**src/rtl/core/life_grid_generation_step_core_defines.svh**
```systemverilog
// Assertion helpers for the core module.
`ifndef LIFE_GRID_GENERATION_STEP_CORE_DEFINES_SVH
`define LIFE_GRID_GENERATION_STEP_CORE_DEFINES_SVH

// Same-cycle implication, checked outside reset.
`define LGS_ASSERT_NOW(lbl, ante, cons, msg) \
    lbl: assert property (@(posedge aclk) disable iff (!aresetn) (ante) |-> (cons)) \
        else $error(msg);

// Next-cycle implication, checked outside reset.
`define LGS_ASSERT_NEXT(lbl, ante, cons, msg) \
    lbl: assert property (@(posedge aclk) disable iff (!aresetn) (ante) |=> (cons)) \
        else $error(msg);

`endif

```
**src/rtl/core/lgs_pkg.sv**
```systemverilog
`timescale 1ns / 1ps

package lgs_pkg;

    typedef enum logic [1:0] {
        ST_IDLE,
        ST_STEP_START,
        ST_STEP_WAIT,
        ST_EMIT
    } lgs_state_t;

    typedef logic [1:0] lgs_mode_t;

    localparam lgs_mode_t MODE_LOAD   = 2'd0;
    localparam lgs_mode_t MODE_STEP   = 2'd1;
    localparam lgs_mode_t MODE_EMIT   = 2'd2;
    localparam lgs_mode_t MODE_IGNORE = 2'd3;

    // B3/S23 neighbor counts
    localparam logic [3:0] BIRTH_COUNT   = 4'd3;
    localparam logic [3:0] SURVIVE_COUNT = 4'd2;

    typedef struct packed {
        logic load;
        logic rotate;
    } lgs_ring_ctrl_t;

    typedef struct packed {
        logic busy;
        logic done;
    } lgs_eng_stat_t;

endpackage

```
**src/rtl/core/lgs_grid_ring.sv**
```systemverilog
`timescale 1ns / 1ps

module lgs_grid_ring #(
    parameter int ROWS = 7,
    parameter int COLS = 20,
    localparam int RW = $clog2(ROWS)
) (
    input  logic                  aclk,
    input  logic                  aresetn,
    input  lgs_pkg::lgs_ring_ctrl_t ctrl,
    input  logic [RW-1:0]         load_idx,
    input  logic [COLS-1:0]       load_bits,
    input  logic [COLS-1:0]       rot_in,
    output logic [COLS-1:0]       head,
    output logic [COLS-1:0]       second,
    output logic [COLS-1:0]       tail
);
    import lgs_pkg::*;

    logic [COLS-1:0] grid_reg [ROWS];

    // Rotation moves every row one place toward the head; a full pass of
    // ROWS rotations brings the ring back to row order.
    always_ff @(posedge aclk) begin
        if (!aresetn) begin
            for (int i = 0; i < ROWS; i++) begin
                grid_reg[i] <= '0;
            end
        end else if (ctrl.rotate) begin
            for (int i = 0; i < ROWS - 1; i++) begin
                grid_reg[i] <= grid_reg[i+1];
            end
            grid_reg[ROWS-1] <= rot_in;
        end else if (ctrl.load) begin
            grid_reg[load_idx] <= load_bits;
        end
    end

    assign head   = grid_reg[0];
    assign second = grid_reg[1];
    assign tail   = grid_reg[ROWS-1];

endmodule

```
**src/rtl/core/lgs_row_engine.sv**
```systemverilog
`timescale 1ns / 1ps

module lgs_row_engine #(
    parameter int COLS = 20
) (
    input  logic                 aclk,
    input  logic                 aresetn,
    input  logic                 start,
    input  logic [COLS-1:0]      up_row,
    input  logic [COLS-1:0]      cur_row,
    input  logic [COLS-1:0]      dn_row,
    output lgs_pkg::lgs_eng_stat_t stat,
    output logic [COLS-1:0]      new_row
);
    import lgs_pkg::*;

    localparam int CW = (COLS > 1) ? $clog2(COLS) : 1;

    logic [COLS-1:0] up_reg, cur_reg, dn_reg, res_reg;
    logic [CW-1:0]   cnt_reg;
    logic            busy_reg, done_reg;
    logic [3:0]      nbr;
    logic            alive;

    // Column c sits at bit 0; its wrapped left neighbor is the top bit.
    assign nbr = 4'(up_reg[COLS-1]) + 4'(up_reg[0]) + 4'(up_reg[1])
               + 4'(cur_reg[COLS-1]) + 4'(cur_reg[1])
               + 4'(dn_reg[COLS-1]) + 4'(dn_reg[0]) + 4'(dn_reg[1]);
    assign alive = (nbr == BIRTH_COUNT) || (cur_reg[0] && (nbr == SURVIVE_COUNT));

    always_ff @(posedge aclk) begin
        if (!aresetn) begin
            busy_reg <= 1'b0;
            done_reg <= 1'b0;
            cnt_reg  <= '0;
        end else begin
            done_reg <= 1'b0;
            if (start) begin
                busy_reg <= 1'b1;
                cnt_reg  <= '0;
            end else if (busy_reg) begin
                cnt_reg <= cnt_reg + 1'b1;
                if (cnt_reg == CW'(COLS - 1)) begin
                    busy_reg <= 1'b0;
                    done_reg <= 1'b1;
                end
            end
        end
    end

    // Rotate the window one column per cycle; shift each new cell in at the top.
    always_ff @(posedge aclk) begin
        if (start) begin
            up_reg  <= up_row;
            cur_reg <= cur_row;
            dn_reg  <= dn_row;
        end else if (busy_reg) begin
            up_reg  <= {up_reg[0], up_reg[COLS-1:1]};
            cur_reg <= {cur_reg[0], cur_reg[COLS-1:1]};
            dn_reg  <= {dn_reg[0], dn_reg[COLS-1:1]};
            res_reg <= {alive, res_reg[COLS-1:1]};
        end
    end

    assign stat.busy = busy_reg;
    assign stat.done = done_reg;
    assign new_row   = res_reg;

endmodule

```
**src/rtl/core/life_grid_generation_step_core.sv**
```systemverilog
`timescale 1ns / 1ps

// Toroidal Game of Life grid (B3/S23) of ROWS rows by COLS columns, held in a
// ring of row registers and cleared by reset. Mode 0 loads one row (row
// indices of ROWS and above are dropped), mode 3 is dropped, mode 2 emits
// all rows from row 0 upward, one item per cycle while m_tready is high, with
// tlast on the final row. Mode 1 first advances one generation: a bit-serial
// evaluator walks each row one column per cycle over a three-row window, then
// the rows are emitted as in mode 2. s_tready is high only while no item is in
// progress.
module life_grid_generation_step_core #(
    parameter int ROWS = 7,
    parameter int COLS = 20,
    localparam int RW  = $clog2(ROWS),
    localparam int SDW = ((2 + RW + COLS + 7) / 8) * 8,
    localparam int MDW = ((RW + COLS + 7) / 8) * 8
) (
    input  logic           aclk,
    input  logic           aresetn,
    input  logic           s_tvalid,
    output logic           s_tready,
    input  logic [SDW-1:0] s_tdata,   // mode, row_index, row_bits, zero fill
    output logic           m_tvalid,
    input  logic           m_tready,
    output logic [MDW-1:0] m_tdata,   // out_row_index, out_row_bits, zero fill
    output logic           m_tlast
);
    import lgs_pkg::*;

    lgs_state_t      state_reg, state_next;
    logic [RW-1:0]   row_cnt_reg, row_cnt_next;
    logic [COLS-1:0] prev_reg, prev_next;
    logic [COLS-1:0] first_reg, first_next;

    lgs_mode_t       in_mode;
    logic [RW-1:0]   in_idx;
    logic [COLS-1:0] in_bits;

    lgs_ring_ctrl_t  ring_ctrl;
    logic [COLS-1:0] rot_in, ring_head, ring_second, ring_tail;
    logic            eng_start;
    lgs_eng_stat_t   eng_stat;
    logic [COLS-1:0] eng_row;
    logic            row_last;

    assign in_mode = s_tdata[1:0];
    assign in_idx  = s_tdata[2 +: RW];
    assign in_bits = s_tdata[2 + RW +: COLS];

    assign row_last = (row_cnt_reg == RW'(ROWS - 1));

    lgs_grid_ring #(
        .ROWS(ROWS),
        .COLS(COLS)
    ) u_ring (
        .aclk     (aclk),
        .aresetn  (aresetn),
        .ctrl     (ring_ctrl),
        .load_idx (in_idx),
        .load_bits(in_bits),
        .rot_in   (rot_in),
        .head     (ring_head),
        .second   (ring_second),
        .tail     (ring_tail)
    );

    // The bottom row's lower neighbor is the old row 0, saved at step start.
    lgs_row_engine #(
        .COLS(COLS)
    ) u_engine (
        .aclk   (aclk),
        .aresetn(aresetn),
        .start  (eng_start),
        .up_row (prev_reg),
        .cur_row(ring_head),
        .dn_row (row_last ? first_reg : ring_second),
        .stat   (eng_stat),
        .new_row(eng_row)
    );

    always_ff @(posedge aclk) begin
        if (!aresetn) begin
            state_reg   <= ST_IDLE;
            row_cnt_reg <= '0;
        end else begin
            state_reg   <= state_next;
            row_cnt_reg <= row_cnt_next;
        end
    end

    always_ff @(posedge aclk) begin
        prev_reg  <= prev_next;
        first_reg <= first_next;
    end

    always_comb begin
        state_next   = state_reg;
        row_cnt_next = row_cnt_reg;
        prev_next    = prev_reg;
        first_next   = first_reg;
        ring_ctrl    = '0;
        rot_in       = ring_head;
        eng_start    = 1'b0;
        unique case (state_reg)
            ST_IDLE: begin
                if (s_tvalid) begin
                    unique case (in_mode)
                        MODE_LOAD: begin
                            ring_ctrl.load = ({1'b0, in_idx} < (RW + 1)'(ROWS));
                        end
                        MODE_STEP: begin
                            prev_next    = ring_tail;
                            first_next   = ring_head;
                            row_cnt_next = '0;
                            state_next   = ST_STEP_START;
                        end
                        MODE_EMIT: begin
                            row_cnt_next = '0;
                            state_next   = ST_EMIT;
                        end
                        default: begin
                        end
                    endcase
                end
            end
            ST_STEP_START: begin
                eng_start  = 1'b1;
                state_next = ST_STEP_WAIT;
            end
            ST_STEP_WAIT: begin
                if (eng_stat.done) begin
                    // Retire the old row into the up window, push the new one.
                    ring_ctrl.rotate = 1'b1;
                    rot_in           = eng_row;
                    prev_next        = ring_head;
                    if (row_last) begin
                        row_cnt_next = '0;
                        state_next   = ST_EMIT;
                    end else begin
                        row_cnt_next = row_cnt_reg + 1'b1;
                        state_next   = ST_STEP_START;
                    end
                end
            end
            ST_EMIT: begin
                if (m_tready) begin
                    ring_ctrl.rotate = 1'b1;
                    if (row_last) begin
                        row_cnt_next = '0;
                        state_next   = ST_IDLE;
                    end else begin
                        row_cnt_next = row_cnt_reg + 1'b1;
                    end
                end
            end
            default: begin
                state_next = ST_IDLE;
            end
        endcase
    end

    assign s_tready = (state_reg == ST_IDLE);
    assign m_tvalid = (state_reg == ST_EMIT);
    assign m_tlast  = row_last;
    assign m_tdata  = MDW'({ring_head, row_cnt_reg});

    `include "life_grid_generation_step_core_defines.svh"

    `LGS_ASSERT_NOW(a_no_overlap, m_tvalid, !s_tready, "input taken during emit")
    `LGS_ASSERT_NOW(a_engine_in_step, eng_stat.busy, state_reg == ST_STEP_WAIT, "engine busy outside step")
    `LGS_ASSERT_NEXT(a_emit_ends, m_tvalid && m_tready && m_tlast, s_tready, "no return to idle after last row")
    `LGS_ASSERT_NEXT(a_step_to_emit, eng_stat.done && row_last, m_tvalid && (row_cnt_reg == '0), "emit does not start at row zero")

endmodule

```
**config.mk**
```make
export PLATFORM = sky130hd
export DESIGN_NAME = life_grid_generation_step_core
export DESIGN_NICKNAME = d
export VERILOG_FILES = /design/src/rtl/core/lgs_pkg.sv /design/src/rtl/core/lgs_grid_ring.sv /design/src/rtl/core/lgs_row_engine.sv /design/src/rtl/core/life_grid_generation_step_core.sv
export VERILOG_INCLUDE_DIRS = /design/src /design/src/rtl/core
export SDC_FILE = /design/constraint.sdc
export NUM_CORES = 1
export LEC_CHECK = 0
export BUFFER_PORTS_ARGS = -buffer_cell sky130_fd_sc_hd__buf_2
export CORE_MARGIN = 4
export CORE_UTILIZATION = 23
export CTS_CLUSTER_DIAMETER = 200
export CTS_CLUSTER_SIZE = 28
export DETAILED_ROUTE_END_ITERATION = 12
export PLACE_DENSITY = 0.37
export SYNTH_ARGS = -nofsm -noshare
export SYNTH_HDL_FRONTEND = slang
export SYNTH_SLANG_ARGS = --single-unit
```
**constraint.sdc**
```tcl
create_clock -name aclk -period 2.7 [get_ports aclk]
set_input_delay 0.405 -clock aclk [delete_from_list [all_inputs] [get_ports aclk]]
set_output_delay 0.405 -clock aclk [all_outputs]
set_load 0.02 [all_outputs]
```
==> run summary, run 1 <==
The run finished, with violations left. The final reports fail on setup timing. The synthesized net count is 760.

The kind of cell with the highest combined delay on the critical path is adder cells. The synthesis-to-layout area growth is 13.8%. TritonCTS built the clock tree. The worst hold path cell count is 3.

Counting flops and latches in the post-synthesis netlist gives roughly 270. The clock latency reported for the late side of the worst-skew pair came out at ~500 ps. The post-route core utilization came out at between 20% and 30%.

In the routed design, unresolved DRC markers number 0. The detail route stage leaves a number of antenna-violating nets equal to 0. The chip height is 232 um. The most common cell after layout, fill and taps aside is edfxtp_1. In the final design database the tool counted roughly 820 nets. The final number of max-transition violations is 0.

The clock edge transition at the registers on the reported setup and hold paths is between 100 and 150 ps. The endpoint required time on the critical path is around 3000 ps. The worst-case register-to-register setup slack came out at -170 ps. The critical path endpoint category is a register. The post-synthesis average cell area is 16.2 um2. The fraction of final layout cells sized beyond drive strength 1 came out at around a quarter. The library cell used as clock root buffer is clkbuf_16.

The via count of the first global-routing pass is approximately 6.3k. The I/O pin count is 63. The horizontal die dimension is between 200 and 250 um. The congestion estimate from routability-driven global placement came to 0.701. Before antenna repair, the detailed router went through 4 iterations. After filler insertion, the fill cell instance count of the layout stands at approximately 5.0k.

The number of buffer and inverter stages on the critical path is 3. The flip-flop count of the largest register after layout is 140. At the pin with the least slew margin, the transition time is 919 ps. The count of buffers added on input and output ports is 54. The origin of the critical flop-to-flop path is u_engine.up_reg[19]. The synthesized design contains 260 enable-type register cells.

The initial antenna violation count is 1. The count of warnings emitted by yosys came out at 0. In this run the critical register-to-register path is captured at u_engine.new_row[19]. The sum of internal, switching and leakage power came out at about 8 mW. In the routed layout, each cell is associated on average with a via count of approximately 4.4. The largest fanout of any net on the critical path came out at 2.

Counting flops with an async set or reset pin after synthesis yields a share of 0%. The worst hold path begins at s_tvalid. The wire length of the first global-routing pass came out at between 40000 and 50000 um. The area of the die is around 54000 um2. The synthesized instance count came out at ~700.

The initial utilization of the core area, before any placement, comes to about a quarter. The number of sinks on the clock net is about 270. The peak ir drop on the vdd network came out at ~0.33 mV. The post-layout minimum cycle time came out at ~2900 ps. The setup slack after layout is -167 ps. The tightest slew margin relative to the limit came out at ~39%. The H-tree depth came out at 1. For this run, the top clock speed supported by timing is between 0.3 and 0.4 GHz. For this design the static power due to leakage is 4.80 nW. The netlist uses 42 different library cells. The first routing iteration left approximately 440 violations. The initialized floorplan defines just over 80 standard-cell rows. Once detailed placement completed, the half-perimeter wirelength came to approximately 20000 um. The peak per-stage delay on the critical path came out at between 500 and 600 ps. On the final layout, the worst clock skew is between 15 and 20 ps. Across every metal layer, demand over resource in global routing totals between 10% and 20%. The total routed wirelength came out at around 29000 um.

The slowest stage of the critical path is the fa_1 cell. In the layout the commonest cells are 260 x edfxtp_1, 120 x a22o_1, 61 x mux2_2. The worst reg2reg path depth is 9. The total power per unit cell area came out at between 600 and 700 nW/um2.

The most used flip-flop cell after synthesis is edfxtp_1. Setup violations remaining at the end of the flow were counted as 1. The CTS buffer count is 13. The largest net degree at the start of global routing is 67.

The worst setup path is launched from a register. For hold timing, the worst endpoint is state_reg[1]. The sequential cell area fraction in the yosys report is 69.7%. The overflow left after global routing is 0. Summing all flip-flop and latch instances after layout gives between 8000 and 9000 um2. The footprint of the multi-input gates is approximately 3200 um2. The maximum number of buffers from clock root to sink is 3.

The number of standard cells in the final layout excluding fillers came out at around 1.4k. The tightest min-delay check is of the input port to register type. The share of the clock period used by the worst path after layout is 106%. The number of maximum-capacitance constraint violations came out at 0. The number of failing hold endpoints at the final stage came to 0.

For the worst setup path, the data arrival time is around 3200 ps. The depth of the critical timing path with buffers and inverters included is 9. The floorplan core area came out at roughly 49000 um2. The vias after detailed routing came out at about 6.3k. The count of placed standard cells including taps is between 1k and 1.5k. After detailed routing, the average wire length per cell comes to 20.3 um.

The area of the mapped netlist came out at ~12000 um2. The critical path is of the register to register type. Setup repair after global routing could not meet its margin everywhere. Walking the worst path, the cells encountered are ha_1 > inv_1 > fa_1 > fa_1 > inv_2 > fa_2 > inv_2 > fa_2 > a211oi_2.
worst max-delay path by stage:
stage                   startpoint                   end  slack [ps]
2_1_floorplan  u_engine.up_reg[19]  u_engine.new_row[19]         -80
3_3_place_gp   u_engine.up_reg[19]  u_engine.new_row[19]        -180
3_5_place_dp   u_engine.up_reg[19]  u_engine.new_row[19]        -230
4_1_cts        u_engine.up_reg[19]  u_engine.new_row[19]        -220
5_1_grt         u_engine.up_reg[0]  u_engine.new_row[19]        -300
6_report       u_engine.up_reg[19]  u_engine.new_row[19]        -170
repair_timing:
item | in CTS | in global routing
hold buffers | 0 | 0
setup endpoints to repair | 1 | 1
pin swaps | 0 | 1
gates resized for setup | 2 | 1
buffers inserted | 1 | 0
Yosys cell counts, drive strengths merged, types with 4 or more instances:
cell	count	share of area (%)
nand2b	12	0.65
nand2	27	0.88
mux2i	43	3.7
inv	17	0.55
nor2	8	0.26
fa	4	0.69
edfxtp	260	68
mux2	61	5.9
a21oi	6	0.26
clkbuf	10	0.33
nor3	4	0.22
a22o	120	9.1
and3	6	0.33
nand3b	4	0.26
o2bb2ai	20	1.5
o21ai	22	0.95
dfxtp	12	2.1
ha	7	0.76
buf	39	1.8
layout make-up:
cell class,instances,share of cell area (%)
Timing Repair Buffer,90,4.59
Clock buffer,16,2.56
Multi-Input combinational cell,375,24.7
Tap cell,664,6.32
Antenna cell,1,0.0190
Inverter,17,0.486
Sequential cell,272,61.3
Clock inverter,1,0.0667
metrics by stage:
stage                     worst slack (ps)  TNS, ps  area, um2  hold slack [ps]
after floorplan                      -76.4    -76.4      11500              426
after global routing                  -304     -304      13100              218
after detailed placement              -234     -234      12800              441
after CTS                             -224     -224      13100              196
final                                 -167     -167      13100              232
after global placement                -180     -180      12800              442
tightest hold or removal path, cell delays in order:
cell,delay [ps]
buf_2,140
nand2_1,70
a221oi_1,70
per-layer routing:
metal | GRT usage (%) | share of wire [%]
met3 | 1.07 | 2.4
met4 | 2.28 | 1.6
met1 | 16.9 | 53
met2 | 15.1 | 43
met5 | 0 | 0
report_power, final:
part / leakage (nW) / internal, mW / switching, mW
Sequential: 2.66 / 4.92 / 0.140
Combinational: 1.97 / 0.290 / 0.443
Clock: 0.168 / 0.903 / 1.35
Total: 4.80 / 6.11 / 1.93
kinds of logic (layout without fill, tap and decap cells):
| logic type | count (synthesis) | count (layout) | synth area share, % |
|---|---|---|---|
| adder cells (fa/ha/maj) | 11 | 11 | 1.45 |
| flip-flops | 272 | 272 | 69.7 |
| buffers and inverters | 66 | 124 | 2.63 |
| XOR/XNOR | 4 | 4 | 0.303 |
| multiplexers | 104 | 104 | 9.68 |
| other | 1 | 2 | 0.0325 |
| AO/OA/AOI/OAI | 177 | 177 | 12.4 |
| AND/OR/NAND/NOR | 78 | 78 | 3.78 |
Power figures use the tool's default switching activity.
==> run 2: changes to the inputs <==
==> constraint.sdc (replaced) <==
create_clock -name aclk -period 2.7 [get_ports aclk]
set_input_delay 0.54 -clock aclk [delete_from_list [all_inputs] [get_ports aclk]]
set_output_delay 0.54 -clock aclk [all_outputs]
set_load 0.02 [all_outputs]
==> run summary, run 2 (same netlist as run 1, synthesis figures left out) <==
No sink is reached through more buffers than the 3 on the longest clock path. The data arrival at the endpoint of the critical path is roughly 3300 ps. The initial antenna violation count is 1.

The part of the total power dissipated in combinational logic is a little under a tenth. The horizontal die dimension came out at roughly 230 um. The origin of the critical flop-to-flop path is u_engine.up_reg[19]. TritonCTS built the clock tree.

Net switching is 24.0% of the power. The vias after detailed routing came out at roughly 6.2k. The detail-routed net length per standard cell came out at 20.7 um. The worst reg2reg path endpoint is u_engine.new_row[19].

The slowest stage of the critical path belongs to the cell fa_1. The chip height is roughly 230 um. The flip-flop count of the largest register after layout came out at between 100 and 150. The number of routed nets with antenna violations is 0. The worst hold endpoint is state_reg[1].

The worst hold path begins at s_tvalid. The area growth from synthesis to layout is 14.2%. The root buffer cell chosen for the clock tree is clkbuf_16. The endpoint required time on the critical path came out at about 3000 ps.

The worst reg2reg path depth came out at 10. The post-layout minimum cycle time is 2940 ps. Setup repair after global routing could not meet its margin everywhere. The placed wire-length estimate came out at roughly 20000 um. The total power per unit cell area is about 610 nW/um2.

For this block, the initial DRC count from the detailed router was ~430. Global routing used between 10% and 20% of the available tracks across all layers. The number of failing hold endpoints at the final stage came out at 0. In this run the worst hold path is classified as input port to register. The wire length of the first global-routing pass came out at about 44000 um.

The effective utilization at floorplan is a little under a quarter. The final reports fail on setup timing. The overflow left after global routing is 0. Summing internal, switching and leakage power gives 8.05 mW. The dominant cell type by count on the critical path is fa_1. Setup violations remaining at the end of the flow were counted as 1. The pre-CTS setup slack is -220 ps.

The signal on the critical path passes through ha_1 > inv_1 > fa_1 > fa_1 > inv_1 > fa_2 > inv_2 > fa_1 > nand3b_1 > a211oi_2. The largest net degree at the start of global routing is roughly 120. Summed over all nets, the switching power comes to just under 2 mW.

The internal power of the cells totals between 6 and 7 mW. In the layout the commonest cells are 260 x edfxtp_1, 120 x a22o_1, 61 x mux2_2. The floorplan core area came out at slightly below 50000 um2.

The total routed wirelength is 29600 um. In this run the number of H-tree levels came out at 1. The clock edge transition at the registers on the reported setup and hold paths is around 110 ps. For this design, the CTS-stage hold fixing added 0 buffers. In this run the register-to-register setup slack is -240 ps. The measured slew at the worst slew-check pin came out at around 730 ps. The footprint of the multi-input gates came out at between 3000 and 4000 um2.

In the final layout, flip-flops and latches occupy slightly above 8000 um2. The worst hold path cell count came out at 3. Leaving out fill and tap cells, the most frequent cell in the layout is edfxtp_1. The run finished, with violations left. The largest fanout of any net on the critical path is 2. The number of maximum-capacitance constraint violations is 0. The peak ir drop on the vdd network came out at 0.295 mV.

The clock share of power came out at 27.9%. The area of the die is about 54000 um2. The final number of max-transition violations is 0.

In this run the core area contains slightly above 80 standard-cell rows. The net count of the finished layout is about 810. The standby leakage power came out at ~4.8 nW. After layout, the worst setup slack is -242 ps.

The sequential group share of total power came out at 62.9%. The placer congestion estimate is 0.687. The quantity of I/O buffers inserted on ports came out at 54. The via count of the first global-routing pass came out at approximately 6.4k. Headroom to the max-slew limit came out at between 50% and 60%.

Summing all non-filler instances in the final layout gives an area of ~13000 um2. The CTS buffer count came out at 13. The post-route clock skew came out at 13.5 ps. The number of search-and-repair iterations in the first detailed-routing pass is 4. The category of the most critical setup path is register to register. For the worst-skew pair, the clock arrives at the later sink with an insertion delay of just under 500 ps. The fraction of final layout cells sized beyond drive strength 1 is between 20% and 30%. For this design the top-level I/O count stands at 63. The final routed DRC violation total came out at 0. STA classifies the critical path endpoint as a register. For this design, the sink count on the clock tree is between 200 and 300.

The peak per-stage delay on the critical path came out at around 490 ps. The maximum operating frequency came out at 0.340 GHz. The count of fill cells added during filler insertion came out at approximately 5.1k.

The cell area after placement came out at 12800 um2. The share of the clock period used by the worst path after layout is 109%. The per-cell via count in the routed design came out at between 4 and 5. STA classifies the critical path startpoint as a register.
-- run 2: cell types whose count changed in the layout (fill, tap and decap cells not counted), sizes merged --
cell,delta
buf,-3
diode,+1
-- run 2: how the worst max path moves through the flow --
stage	start	endpoint	slack, ps	cells past startpoint
floorplan	u_engine.up_reg[19]	u_engine.new_row[19]	-80	10
global placement	u_engine.up_reg[19]	u_engine.new_row[19]	-170	10
detailed placement	u_engine.up_reg[19]	u_engine.new_row[19]	-220	10
CTS	u_engine.up_reg[19]	u_engine.new_row[19]	-240	10
global route	u_engine.up_reg[19]	u_engine.new_row[19]	-400	10
finish	u_engine.up_reg[19]	u_engine.new_row[19]	-240	10
-- run 2: final cells by class --
type,instances,area share [%]
Sequential cell,272,61.0
Multi-Input combinational cell,375,24.6
Tap cell,664,6.30
Timing Repair Buffer,87,4.97
Clock buffer,16,2.55
Inverter,17,0.484
Clock inverter,1,0.0664
Antenna cell,2,0.0379
-- run 2: metal layers --
metal | GRT usage, % | part of all wire (%) | vias up
met4 | 1.96 | 1.1 | 0
met1 | 16.8 | 51 | 3192
met3 | 1.09 | 2.6 | 16
li1 | - | - | 2937
met2 | 16.6 | 45 | 82
met5 | 0 | 0 | -
-- run 2: worst max-delay path: cells and delay by family, from the launching register on --
| family | cells | cell delay (ps) |
|---|---|---|
| AO/OA/AOI/OAI | 1 | 200 |
| flip-flops | 1 | 420 |
| adder cells (fa/ha/maj) | 5 | 1810 |
| AND/OR/NAND/NOR | 1 | 180 |
| buffers and inverters | 3 | 160 |
-- run 2: what timing repair did --
item,in CTS,in global routing
endpoints found under the setup margin,1,1
gates resized for setup,1,0
buffers inserted,0,0
-- run 2: power groups by stage --
stage,clock [mW],combinational (mW),sequential (mW)
after detailed placement,0,0.754,5.16
final,2.25,0.742,5.06
after global placement,0,0.746,5.16
after global routing,2.52,0.841,5.09
after CTS,2.37,0.768,5.07
after floorplan,0,0.441,5.10
-- run 2: through the flow --
step / instances / TNS, ps / util [%] / hold WS, ps
floorplan: 713 / -76.4 / - / 426
global placement: 1415 / -170 / 26.1 / 440
detailed placement: 1415 / -220 / 26.1 / 437
CTS: 1432 / -242 / 26.8 / 332
global route: 1433 / -400 / 26.8 / 356
finish: 1434 / -242 / 26.8 / 359
==> run 3: changes to the inputs <==
--- a/config.mk
+++ b/config.mk
@@ -6,13 +6,13 @@
 export SDC_FILE = /design/constraint.sdc
 export NUM_CORES = 1
 export LEC_CHECK = 0
-export BUFFER_PORTS_ARGS = -buffer_cell sky130_fd_sc_hd__buf_2
+export BUFFER_PORTS_ARGS = -buffer_cell sky130_fd_sc_hd__buf_4
 export CORE_MARGIN = 4
 export CORE_UTILIZATION = 23
 export CTS_CLUSTER_DIAMETER = 200
 export CTS_CLUSTER_SIZE = 28
 export DETAILED_ROUTE_END_ITERATION = 12
-export PLACE_DENSITY = 0.37
+export PLACE_DENSITY_LB_ADDON = 0.15
 export SYNTH_ARGS = -nofsm -noshare
 export SYNTH_HDL_FRONTEND = slang
 export SYNTH_SLANG_ARGS = --single-unit
==> constraint.sdc (replaced) <==
create_clock -name aclk -period 2.54 [get_ports aclk]
set_input_delay 0.508 -clock aclk [delete_from_list [all_inputs] [get_ports aclk]]
set_output_delay 0.508 -clock aclk [all_outputs]
set_load 0.02 [all_outputs]
==> run summary, run 3 (same netlist as run 1, synthesis figures left out) <==
Setup repair after global routing could not meet its margin everywhere. Summed over all cells, the static leakage comes to a little under 5 nW. The wire length of the first global-routing pass came out at about 43000 um. The share of the clock period used by the worst path after layout came out at 115%. The count of fill cells added during filler insertion is around 5k. The flip-flop count of the largest register after layout is 140.

The tightest min-delay check is of the input port to register type. The number of antenna diodes came out at 0. The post-layout minimum cycle time is 2920 ps.

The total track usage came out at about a tenth. The floorplan step set the die width to around 230 um. The via count of the first global-routing pass came out at roughly 6.3k.

The final number of max-transition violations is 0. The I/O pin count came out at 63. The footprint of the multi-input gates came out at between 3000 and 4000 um2. The number of standard cells in the final layout excluding fillers came out at 1440. The worst-case register-to-register setup slack is -380 ps.

Wires add up to approximately 28000 um. The die covers 53900 um2. The number of failing hold endpoints at the final stage is 0. The fraction of final layout cells sized beyond drive strength 1 is 24.1%. The number of design-rule violations left by the first detailed-router iteration is ~550.

The number of sinks on the clock net came out at between 200 and 300. The tightest slew margin relative to the limit is approximately 59%. The endpoint required time on the critical path came out at roughly 2900 ps. The die is roughly 230 um tall. The tree is rooted in a clkbuf_16.

The clock tree from TritonCTS is yes. In this run the remaining antenna-violating nets after routing total 0. The worst reg2reg path depth came out at 9. In this run the critical register-to-register path is launched from u_engine.up_reg[19]. The placer congestion estimate is ~0.7. The setup path with the least slack is of type register to register. The number of clock buffers added by TritonCTS is 13.

The cell internal power dissipation came out at roughly 6.5 mW. The quantity of I/O buffers inserted on ports is 54. Leaving out fill and tap cells, the most frequent cell in the layout is edfxtp_1. The critical path endpoint category is a register. Of the total power, the share spent switching nets is 23.7%. The total power per unit cell area is 641 nW/um2. The vias after detailed routing is slightly above 6k.

The largest fanout of any net on the critical path came out at 2. STA classifies the critical path startpoint as a register. The count of placed standard cells including taps is ~1.4k. The measured slew at the worst slew-check pin came out at between 600 and 700 ps.

Across the whole layout, storage elements account for between 8000 and 9000 um2. Following the worst setup path forward leads to its endpoint at u_engine.new_row[19]. The count of nets after finishing is 821.

The effective utilization at floorplan is between 20% and 30%. Tracing the worst setup path back leads to its startpoint at u_engine.up_reg[19]. The clock latency reported for the late side of the worst-skew pair came out at slightly below 500 ps. The maximum operating frequency came out at 0.342 GHz. Across all setup checks in the final design, the least slack found is -383 ps.

Between clock sinks in the finished design, the worst skew comes to approximately 13 ps. Per report_power, the combinational group accounts for under 10% of the total. Relative to the synthesized area, the layout overhead comes to 15.9%. The number of rows in the core area is 81.

The clock edge transition at the registers on the reported setup and hold paths is about 110 ps. The maximum number of buffers from clock root to sink came out at 3. The sequential group share of total power is about 63%.

The per-cell via count in the routed design came out at about 4.3. The initial antenna violation count was 1. In this run the number of H-tree levels came out at 1. The final routed DRC violation total is 0. The overflow left after global routing is 0. The number of search-and-repair iterations in the first detailed-routing pass came out at 4. VDD sags by at most approximately 0.34 mV.

The post-route core utilization is a little over a quarter. The total net switching power is approximately 2.0 mW. The data arrival at the endpoint of the critical path is around 3300 ps. The flow ran to the end, but the final reports show violations. The worst register-to-register path ends at u_engine.new_row[19]. Setup violations remaining at the end of the flow were counted as 1. In the layout the commonest cells are 260 x edfxtp_1, 120 x a22o_1, 85 x buf_4. The largest net degree at the start of global routing came out at between 70 and 80. The placed wire-length estimate came out at about 20000 um. The detail-routed net length per standard cell came out at about 20 um.

The final reports fail on setup timing. The number of maximum-capacitance constraint violations is 0. The floorplan core area came out at 49300 um2.

In this run, the clock network consumes between 20% and 30% of the power.
-- run 3: area by class of cell --
type	instances	area share, %
multi-input cells	375	24.3
clock inverters	1	0.0654
inverters	17	0.477
well taps	664	6.21
clock buffers	16	2.51
repair buffers	95	6.26
flip-flops and latches	272	60.1
-- run 3: timing repair --
action / 4_1_cts / 5_1_grt
hold buffers: 0 / 0
endpoints found under the setup margin: 1 / 1
gates resized for setup: 2 / 3
pin swaps: 1 / 0
buffers inserted: 1 / 1
-- run 3: power by group through the flow --
| stage | Sequential [mW] | Clock [mW] | Combinational, mW |
|---|---|---|---|
| floorplan | 5.41 | 0 | 0.470 |
| global placement | 5.48 | 0 | 0.814 |
| detailed placement | 5.48 | 0 | 0.828 |
| CTS | 5.38 | 2.51 | 0.849 |
| global route | 5.40 | 2.66 | 0.934 |
| finish | 5.38 | 2.37 | 0.830 |
-- run 3: critical path, stage by stage (launching register included) --
cell and delay (ps):
edfxtp_1 450, ha_4 290, inv_2 30, fa_1 450, fa_1 510, inv_2 40, fa_2 350, inv_2 70
fa_2 420, a211oi_2 160
-- run 3: how the worst min path moves through the flow --
| stage | start | to | cells after the start |
|---|---|---|---|
| final | s_tvalid | state_reg[1] | 3 |
| after global routing | s_tvalid | state_reg[1] | 3 |
| after CTS | s_tvalid | state_reg[1] | 3 |
| after detailed placement | u_engine.new_row[4] | u_engine.new_row[3] | 0 |
| after global placement | u_engine.new_row[4] | u_engine.new_row[3] | 0 |
| after floorplan | u_engine.new_row[1] | u_engine.new_row[0] | 0 |
-- run 3: per-stage QoR --
step           power, mW  hold slack, ps  cell area (um2)  worst slack [ps]  TNS (ps)
6_report            8.58             320            13400              -383      -383
5_1_grt             8.99             332            13400              -502      -502
4_1_cts             8.74             288            13400              -380      -380
3_5_place_dp        6.31             441            13000              -416      -416
3_3_place_gp        6.29             441            13000              -323      -323
2_1_floorplan       5.88             426            11600              -236      -236
-- run 3: routing by layer --
metal,vias up,global-route usage [%],share of wire [%]
met5,-,0,0
met3,19,0.994,3.1
met2,75,15.4,44
li1,2947,-,-
met4,0,1.98,1.2
met1,3197,16.5,52
